==> src/hdl/oad_pkg.sv <==
// oad_pkg: shared types, constants and the first-byte split for the oid arc decoder
// no dependencies; imported by every module of the block
package oad_pkg;

  // width of the arc field on the result channel
  localparam int ARC_W = 32;

  // first byte of an identifier packs two arcs as first * 40 + second
  localparam logic [7:0] FIRST_SPAN = 8'd40;
  // largest legal value of the first arc
  localparam logic [1:0] FIRST_MAX = 2'd2;

  // status codes
  localparam logic STATUS_OK  = 1'b0;
  localparam logic STATUS_BAD = 1'b1;

  // one result item
  typedef struct packed {
    logic [ARC_W-1:0] arc;
    logic             status;
    logic             run_end;
    logic             oid_end;
  } result_t;

  // first byte split into quotient and remainder by 40
  typedef struct packed {
    logic       bad;
    logic [1:0] quot;
    logic [5:0] rem;
  } split_t;

  // a legal quotient is at most 2, so three compares replace the divider
  function automatic split_t split_first(logic [7:0] b);
    split_t s;
    logic [7:0] diff;
    s    = '0;
    diff = b;
    if (b < FIRST_SPAN) begin
      s.quot = 2'd0;
      diff   = b;
    end else if (b < 8'(2 * FIRST_SPAN)) begin
      s.quot = 2'd1;
      diff   = b - FIRST_SPAN;
    end else if (b < 8'(3 * FIRST_SPAN)) begin
      s.quot = FIRST_MAX;
      diff   = b - 8'(2 * FIRST_SPAN);
    end else begin
      s.bad  = 1'b1;
      s.quot = 2'd0;
      diff   = 8'd0;
    end
    s.rem = diff[5:0];
    return s;
  endfunction

endpackage

==> src/hdl/oad_decode.sv <==
// oad_decode: arc decode logic and decoder state (accumulator, first flag, skip flag, phase flag)
// depends on oad_pkg; fed by the input register of the top level
module oad_decode import oad_pkg::*; #(
  parameter int ARC_BITS = 32
) (
  input  logic       clk,
  input  logic       rst,
  input  logic       item_valid,
  input  logic [7:0] data_byte,
  input  logic       last_byte,
  input  logic       out_ready,
  output result_t    res,
  output logic       res_load,
  output logic       consume
);

  logic [ARC_BITS-1:0] acc;
  logic [ARC_BITS-1:0] acc_next;
  logic [ARC_BITS-1:0] acc_shift;
  logic [ARC_W-1:0]    acc_low;
  logic                expect_first;
  logic                expect_first_next;
  logic                skipping;
  logic                skipping_next;
  logic                phase;
  logic                phase_next;
  logic                emit;
  logic                done;
  split_t              split;

  // append seven payload bits, wrapping at ARC_BITS
  assign acc_shift = {acc[ARC_BITS-8:0], data_byte[6:0]};

  generate
    if (ARC_BITS >= ARC_W) begin : g_wide
      assign acc_low = acc_shift[ARC_W-1:0];
    end else begin : g_narrow
      assign acc_low = {{(ARC_W-ARC_BITS){1'b0}}, acc_shift};
    end
  endgenerate

  assign split = split_first(data_byte);

  // result and next state for the held item
  always_comb begin
    res               = '0;
    res.oid_end       = last_byte;
    emit              = 1'b0;
    done              = 1'b1;
    acc_next          = acc;
    expect_first_next = expect_first;
    skipping_next     = skipping;
    phase_next        = phase;
    if (expect_first) begin
      emit     = 1'b1;
      acc_next = '0;
      if (!phase) begin
        if (split.bad) begin
          res.status  = STATUS_BAD;
          res.run_end = 1'b1;
          if (!last_byte) begin
            skipping_next     = 1'b1;
            expect_first_next = 1'b0;
          end
        end else begin
          res.arc    = {{(ARC_W-2){1'b0}}, split.quot};
          done       = 1'b0;
          phase_next = 1'b1;
        end
      end else begin
        res.arc           = {{(ARC_W-6){1'b0}}, split.rem};
        res.run_end       = 1'b1;
        phase_next        = 1'b0;
        expect_first_next = last_byte;
      end
    end else if (skipping) begin
      if (last_byte) begin
        skipping_next     = 1'b0;
        expect_first_next = 1'b1;
        acc_next          = '0;
      end
    end else begin
      // continuation or closing byte of an arc
      emit        = !data_byte[7];
      res.arc     = acc_low;
      res.run_end = 1'b1;
      acc_next    = (emit || last_byte) ? '0 : acc_shift;
      if (last_byte) begin
        expect_first_next = 1'b1;
      end
    end
  end

  // an item moves on once its last result, if any, fits in the output register
  assign res_load = item_valid && emit && out_ready;
  assign consume  = item_valid && done && (!emit || out_ready);

  // decoder state
  always_ff @(posedge clk) begin
    if (rst) begin
      acc          <= '0;
      expect_first <= 1'b1;
      skipping     <= 1'b0;
      phase        <= 1'b0;
    end else if (consume || res_load) begin
      acc          <= acc_next;
      expect_first <= expect_first_next;
      skipping     <= skipping_next;
      phase        <= phase_next;
    end
  end

endmodule

==> src/hdl/asn1_oid_arc_decoder_core.sv <==
// asn1_oid_arc_decoder_core: top level of the oid arc decoder
// depends on oad_pkg and oad_decode
//
// Usage: content bytes of BER object identifiers enter on the byte channel
// (byte_valid, byte_stall, data_byte, last_byte), with last_byte set on each
// identifier's final byte. Arcs leave on the result channel (res_valid,
// res_stall, arc, status, run_end, oid_end). A first byte gives two arcs
// (quotient and remainder by 40), or one error result with status 1 when it
// is 120 or more, after which the rest of that identifier gives nothing.
// Later bytes gather base-128 groups; an arc leaves on its closing byte.
// A byte is held in the input register and its first result is then loaded
// into the result register, which drives the result ports.
// Throughput: one byte per cycle while res_stall allows; a first byte holds
// the decoder while the single result register takes its two arcs in turn.
// Reset clears both channels and returns the decoder to expect a first byte.
// While res_stall is high the result holds; the input register keeps one
// byte and byte_stall rises once that byte cannot move on.
module asn1_oid_arc_decoder_core import oad_pkg::*; #(
  parameter int ARC_BITS = 32
) (
  input  logic             clk,
  input  logic             rst,
  input  logic             byte_valid,
  output logic             byte_stall,
  input  logic [7:0]       data_byte,
  input  logic             last_byte,
  output logic             res_valid,
  input  logic             res_stall,
  output logic [ARC_W-1:0] arc,
  output logic             status,
  output logic             run_end,
  output logic             oid_end
);

  logic       in_full;
  logic [7:0] in_byte;
  logic       in_last;
  logic       out_ready;
  logic       res_load;
  logic       consume;
  result_t    res_d;
  result_t    res_q;

  assign out_ready  = !res_valid || !res_stall;
  assign byte_stall = in_full && !consume;

  // input register
  always_ff @(posedge clk) begin
    if (rst) begin
      in_full <= 1'b0;
    end else if (byte_valid && !byte_stall) begin
      in_full <= 1'b1;
    end else if (consume) begin
      in_full <= 1'b0;
    end
  end

  always_ff @(posedge clk) begin
    if (byte_valid && !byte_stall) begin
      in_byte <= data_byte;
      in_last <= last_byte;
    end
  end

  oad_decode #(
    .ARC_BITS (ARC_BITS)
  ) u_decode (
    .clk        (clk),
    .rst        (rst),
    .item_valid (in_full),
    .data_byte  (in_byte),
    .last_byte  (in_last),
    .out_ready  (out_ready),
    .res        (res_d),
    .res_load   (res_load),
    .consume    (consume)
  );

  // result register
  always_ff @(posedge clk) begin
    if (rst) begin
      res_valid <= 1'b0;
    end else if (out_ready) begin
      res_valid <= res_load;
    end
  end

  always_ff @(posedge clk) begin
    if (res_load) begin
      res_q <= res_d;
    end
  end

  assign arc     = res_q.arc;
  assign status  = res_q.status;
  assign run_end = res_q.run_end;
  assign oid_end = res_q.oid_end;

endmodule

==> config.mk <==
export PLATFORM = sky130hd
export DESIGN_NAME = asn1_oid_arc_decoder_core
export DESIGN_NICKNAME = d
export VERILOG_FILES = /design/src/hdl/oad_pkg.sv /design/src/hdl/oad_decode.sv /design/src/hdl/asn1_oid_arc_decoder_core.sv
export SDC_FILE = /design/constraint.sdc
export NUM_CORES = 1
export LEC_CHECK = 0
export BUFFER_PORTS_ARGS = -buffer_cell sky130_fd_sc_hd__buf_2
export CAP_MARGIN = 10
export CORE_ASPECT_RATIO = 0.8
export CORE_MARGIN = 2
export CORE_UTILIZATION = 40
export DETAILED_ROUTE_END_ITERATION = 6
export SLEW_MARGIN = 10
export SYNTH_ARGS = -nofsm -noshare
export SYNTH_HDL_FRONTEND = slang
export SYNTH_HIERARCHICAL = 1
export SYNTH_SLANG_ARGS = --single-unit
==> constraint.sdc <==
create_clock -name clk -period 8 [get_ports clk]
set_clock_uncertainty 0.1 [all_clocks]
set_input_delay 1.2 -clock clk [delete_from_list [all_inputs] [get_ports clk]]
set_output_delay 1.2 -clock clk [all_outputs]
set_load 0.005 [all_outputs]
Word-level counts from Yosys, hierarchy flattened. Cells that the tools add are included.

Bitwise gates (word level): 1. Multiplexer cells: 40. Add/sub/neg operators: 2. $mul: 0. Order comparisons: 3. Eq/ne operators: 4. Shift-type cells: 0. Divide/modulo/power cells: 0. Reduce and logical (&&, ||, !) cells: 21.

Operator list (count): 25-bit 2-to-1 mux (4); 32-bit 2-to-1 mux (2); 1-bit 2-to-1 mux (25); 6-bit 2-to-1 mux (4); 8-bit by 7-bit < comparator with 1-bit output, second input constant (2); 2-bit 2-to-1 mux (5); 8-bit by 6-bit < comparator with 1-bit output, second input constant (1); 1-bit logical AND (6); 1-bit logical NOT (6); 2-bit inequality test, second input constant (3); 6-bit by 5-bit subtractor with 6-bit output, second input constant (1); 6-bit subtractor, second input constant (1); 1-bit logical OR (4); 2-bit AND reduction (2); 4-bit AND reduction (1); 3-bit by 2-bit inequality test with 1-bit output, second input constant (1); 2-bit nonzero test (1); 2-bit OR reduction (1); 1-bit NOT (1).

Output and inout bits: 37. Bits in read-only memories: 0. Latch bits: 0. Input port bits: 13. Memory bits (writable): 0. Logic and storage cells: 83. Memories kept: 0. Register bits: 74.

Logic depth before layout (Yosys ltp).
Depth in word-level cells: 14. Mapped depth: 7. Mapped depth without buffers: 7.

By module. The synthesis kept the hierarchy.

By module, submodules not included: oad_decode (instances 1, area each 1860.5 µm², cells an instance 205); asn1_oid_arc_decoder_core (instances 1, area each 1403.8 µm², cells an instance 52).

Least setup slack after synthesis. Ideal clock, no wire load.

Path type: input -> register. Start: in res_stall. End: reg res_q, in the netlist arc[0], enable pin. Stages: 3. Data required time: 7.471 ns. Data arrival time: 2.933 ns. Slack: 4.539 ns. Cell sequence: nand2_1 nand2_1 nor2_1.

Cells in the longest elaborated chain, start to end: 3.

RTL lines: start: declaration (line asn1_oid_arc_decoder_core.sv:28) `input logic res_stall,`; 1-bit logical NOT (line asn1_oid_arc_decoder_core.sv:44) `assign out_ready = !res_valid || !res_stall;`; 1-bit logical OR (line asn1_oid_arc_decoder_core.sv:44); 1-bit logical AND (line oad_decode.sv:95) `assign res_load = item_valid && emit && out_ready;`; named net res_load (line asn1_oid_arc_decoder_core.sv:39) `logic res_load;`; end signal: assignment (line asn1_oid_arc_decoder_core.sv:90) `res_q <= res_d;`; end: declaration (line asn1_oid_arc_decoder_core.sv:42) `result_t res_q;`.

The timed path passes the listed nets, and every way through them passes these cells. A chain may end at the register's enable or synchronous reset.

Final worst setup path.
Start: reg in_byte[4]. End: out byte_stall.

Cells in the longest elaborated chain, start to end: 11.

RTL lines: start: declaration (line asn1_oid_arc_decoder_core.sv:36) `logic [7:0] in_byte;`; start signal: assignment (line asn1_oid_arc_decoder_core.sv:60) `in_byte <= data_byte;`; 8-bit by 7-bit < comparator with 1-bit output (line oad_pkg.sv:44) `end else if (b < 8'(3 * FIRST_SPAN)) begin`; 1-bit 2-to-1 mux (line oad_pkg.sv:44); 1-bit 2-to-1 mux (line oad_pkg.sv:41) `end else if (b < 8'(2 * FIRST_SPAN)) begin`; 1-bit 2-to-1 mux (*) (line oad_pkg.sv:38) `if (b < FIRST_SPAN) begin`; 1-bit 2-to-1 mux (*) (line oad_decode.sv:58) `if (split.bad) begin`; 1-bit 2-to-1 mux (*) (line oad_decode.sv:57) `if (!phase) begin`; 1-bit 2-to-1 mux (*) (line oad_decode.sv:54) `if (expect_first) begin`; 1-bit logical AND (*) (2 in a row) (line oad_decode.sv:96) `assign consume = item_valid && done && (!emit || out_ready);`; named net consume (line asn1_oid_arc_decoder_core.sv:40) `logic consume;`; 1-bit logical NOT (*) (line asn1_oid_arc_decoder_core.sv:45) `assign byte_stall = in_full && !consume;`; 1-bit logical AND (*) (line asn1_oid_arc_decoder_core.sv:45); end: declaration (line asn1_oid_arc_decoder_core.sv:24) `output logic byte_stall,`.

Mark *: on every way through the listed nets, which the timed path passes. The rest lies on a longest branch.

==> flow_summary.json <==
{
  "synthFlopType": "edfxtp_1",
  "r2r_slack_ns": 5.32,
  "fin_tns_setup_ns": 0,
  "p_comb_frac": 0.081,
  "die-area_um2": 8904,
  "grt_pass1_wl_mm": 9.646,
  "ir_worst_vdd_uv": 105.0,
  "yosys-top-cells-area": "edfxtp_1 40%, dfxtp_1 18%, o21ai_2 6.7%, and2_1 5.2%, nand3_2 4.9%",
  "clk_pin_slew_ns": 0.08,
  "cp-end-kind": "output port",
  "drtPass1Iterations": 4,
  "netlist_instances": 257,
  "maxCapViolCount": 0,
  "clockPowerShare": 0.346,
  "drc_errors": 0,
  "p_leak_nw": 1.385,
  "finalSetupViolations": 0,
  "n_antenna_cell": 0,
  "min_period_ns": 3.618,
  "grt_pass1_vias": 1904,
  "die_h_um": 84.80,
  "p_per_area_nw_per_um2": 201.6,
  "dp_cells": 400,
  "netlist_area_um2": 3264,
  "vias": 1998,
  "hold_viol_final": 0,
  "netlist-cell-type-count": 43,
  "root_buffer": "clkbuf_8",
  "core_area_um2": 7910,
  "internal_power_uw": 563.5,
  "min_path_type": "register to register",
  "grt_util_all_layers": 0.1422,
  "max_freq_mhz": 276.4,
  "slew_viol_final": 0,
  "worst_r2r_path_depth": 7,
  "syn_nets": 274,
  "arrival_ns": 2.32,
  "port_buffers": 49,
  "area_growth_pct": 14.10,
  "r2r_start": "in_byte[5]",
  "cts_sinks": 74,
  "synth-edff-count": 44,
  "drt-wirelength-per-cell_um": 14.04,
  "cts_hold_buf": 0,
  "h-tree-depth": 3,
  "netlist_top_cells_count": "44 x edfxtp_1, 30 x dfxtp_1, 27 x and2_1",
  "wl_mm": 5.839,
  "worst_ep_required_time_ns": 6.70,
  "syn_avg_cell_area_um2": 12.70,
  "p_seq_frac": 0.572,
  "routabilityCongestion": 0.7881,
  "hold-path-endpoint": "u_decode/acc[14]",
  "dp_hpwl_mm": 3.694,
  "cts_made_buffers": 9,
  "layout-drive-gt1-share": 0.3734,
  "hold_depth": 2,
  "power.switching_uw": 187.4,
  "ant_nets": 0,
  "swShare": 0.2495,
  "critPathKind": "register to output port",
  "worst_pin_slew_ns": 1.019,
  "grt_antenna_before_repair": 0,
  "viasPerCell": 4.803,
  "rsz0062_at_grt": "false",
  "clk_path_buf_depth": 2,
  "yosys.area.top_type": "edfxtp_1",
  "crit_path_start_kind": "register",
  "grt_overflow": 0,
  "yosysTopAreaCellShare": 0.4048,
  "fp.dieW_um": 105,
  "r2r_end": "in_byte[6]",
  "period_share": 0.4523,
  "clock_latency_ns": 0.35,
  "ys_ff_latch": 74,
  "yosys_warnings": 6,
  "min-delay-start": "u_decode/acc[7]",
  "start_util": 0.4127,
  "status": "finished clean",
  "drt-initial-drc-count": 146,
  "rows": 29,
  "grt_max_degree": 51,
  "finalNonFillerCells": 416,
  "synthArstFlopShare": 0,
  "relSlewSlack": 0.3190,
  "tritoncts": "built",
  "num_io_pins": 50,
  "worstPathMaxFanout": 5,
  "cts_resized": 0,
  "synth-seq-area-share": 0.5887,
  "cts_setup_buffers": 0,
  "nNetsFinal": 320,
  "yosysMostFrequentCell": "edfxtp_1"
}
==> cell families after synthesis <==
| group | count (synthesis) | synth area share |
|---|---|---|
| buffers and inverters | 18 | 0.03871 |
| flip-flops | 74 | 0.5887 |
| multiplexers | 1 | 0.003066 |
| AO/OA/AOI/OAI | 48 | 0.1234 |
| AND/OR/NAND/NOR | 112 | 0.2307 |
| adder cells (fa/ha/maj) | 4 | 0.01533 |
==> through the flow <==
step	total power [mW]	hold WS, ns	instance area, um^2	worst slack, ns	util
after detailed placement	0.5005	0.3651	3545	4.567	0.4481
after CTS	0.7613	0.3779	3725	4.374	0.4709
after global routing	0.7814	0.3920	3725	4.182	0.4709
after floorplan	0.4810	0.3403	3264	4.539	-
final	0.7509	0.3749	3725	4.382	0.4709
after global placement	0.4997	0.3581	3545	4.603	0.4481
==> layout make-up <==
| class | count | area [um^2] |
|---|---|---|
| Fill cell | 759 | 4185 |
| Clock inverter | 6 | 42.54 |
| Multi-Input combinational cell | 165 | 1224 |
| Sequential cell | 74 | 1922 |
| Timing Repair Buffer | 50 | 252.7 |
| Inverter | 3 | 11.26 |
| Tap cell | 108 | 135.1 |
| Clock buffer | 10 | 137.6 |
==> worst max path at each step <==
| stage | startpoint | endpoint | cells past startpoint |
|---|---|---|---|
| 4_1_cts | in_byte[4] | byte_stall | 7 |
| 3_5_place_dp | res_stall | byte_stall | 6 |
| 6_report | in_byte[4] | byte_stall | 7 |
| 5_1_grt | in_byte[4] | byte_stall | 7 |
| 2_1_floorplan | res_stall | arc[0] | 3 |
| 3_3_place_gp | res_stall | byte_stall | 6 |
==> flip-flops by register name (all words and copies together), names as in the netlist <==
register               count
oid_end                    1
arc                       32
u_decode/acc              25
run_end                    1
u_decode/phase             1
in_byte                    8
u_decode/skipping          1
u_decode/expect_first      1
in_full                    1
in_last                    1
status                     1
res_valid                  1
==> cell usage in the layout, fill, tap and decap left out, types with 2 or more instances in the layout <==
| cell type | synthesis | routed |
|---|---|---|
| clkbuf_8 | 0 | 10 |
| inv_1 | 3 | 3 |
| nand2b_1 | 12 | 12 |
| or2b_1 | 16 | 16 |
| dfxtp_1 | 30 | 30 |
| nand2_1 | 6 | 6 |
| nor2_4 | 1 | 2 |
| nor2_1 | 10 | 9 |
| nand3_1 | 11 | 11 |
| ha_1 | 4 | 4 |
| o21ai_2 | 25 | 25 |
| a211o_1 | 2 | 2 |
| clkinv_4 | 0 | 2 |
| a31oi_1 | 2 | 2 |
| nor2b_1 | 3 | 3 |
| a21oi_1 | 4 | 4 |
| edfxtp_1 | 44 | 44 |
| clkinvlp_4 | 0 | 2 |
| and2_1 | 27 | 27 |
| nor2b_4 | 2 | 2 |
| o21ai_0 | 4 | 4 |
| buf_2 | 2 | 49 |
| nand3_2 | 16 | 16 |
| clkinv_2 | 0 | 2 |
==> power by group through the flow <==
stage	Combinational, mW	Sequential, mW	Clock (mW)
final	0.0610	0.430	0.260
after global routing	0.0677	0.432	0.282
after CTS	0.0621	0.430	0.269
after detailed placement	0.0619	0.439	0
after global placement	0.0612	0.438	0
after floorplan	0.0424	0.439	0
==> layer usage <==
metal	share of wire	routed length (um)	vias to the layer above	track usage
met2	0.43	2520	43	0.2066
met5	0	0	-	0
li1	-	-	1010	-
met3	0.055	322	9	0.05280
met1	0.50	2911	936	0.1954
met4	0.014	84	0	0.05091
==> critical path, stage by stage, from the launching register on <==
cell      delay, ns
edfxtp_1       0.44
inv_1          0.17
ha_1           0.27
and4b_1        0.25
nor3_1         0.42
nor2b_1        0.15
nor2b_4        0.15
buf_2          0.12
Power figures use the tool's default switching activity.
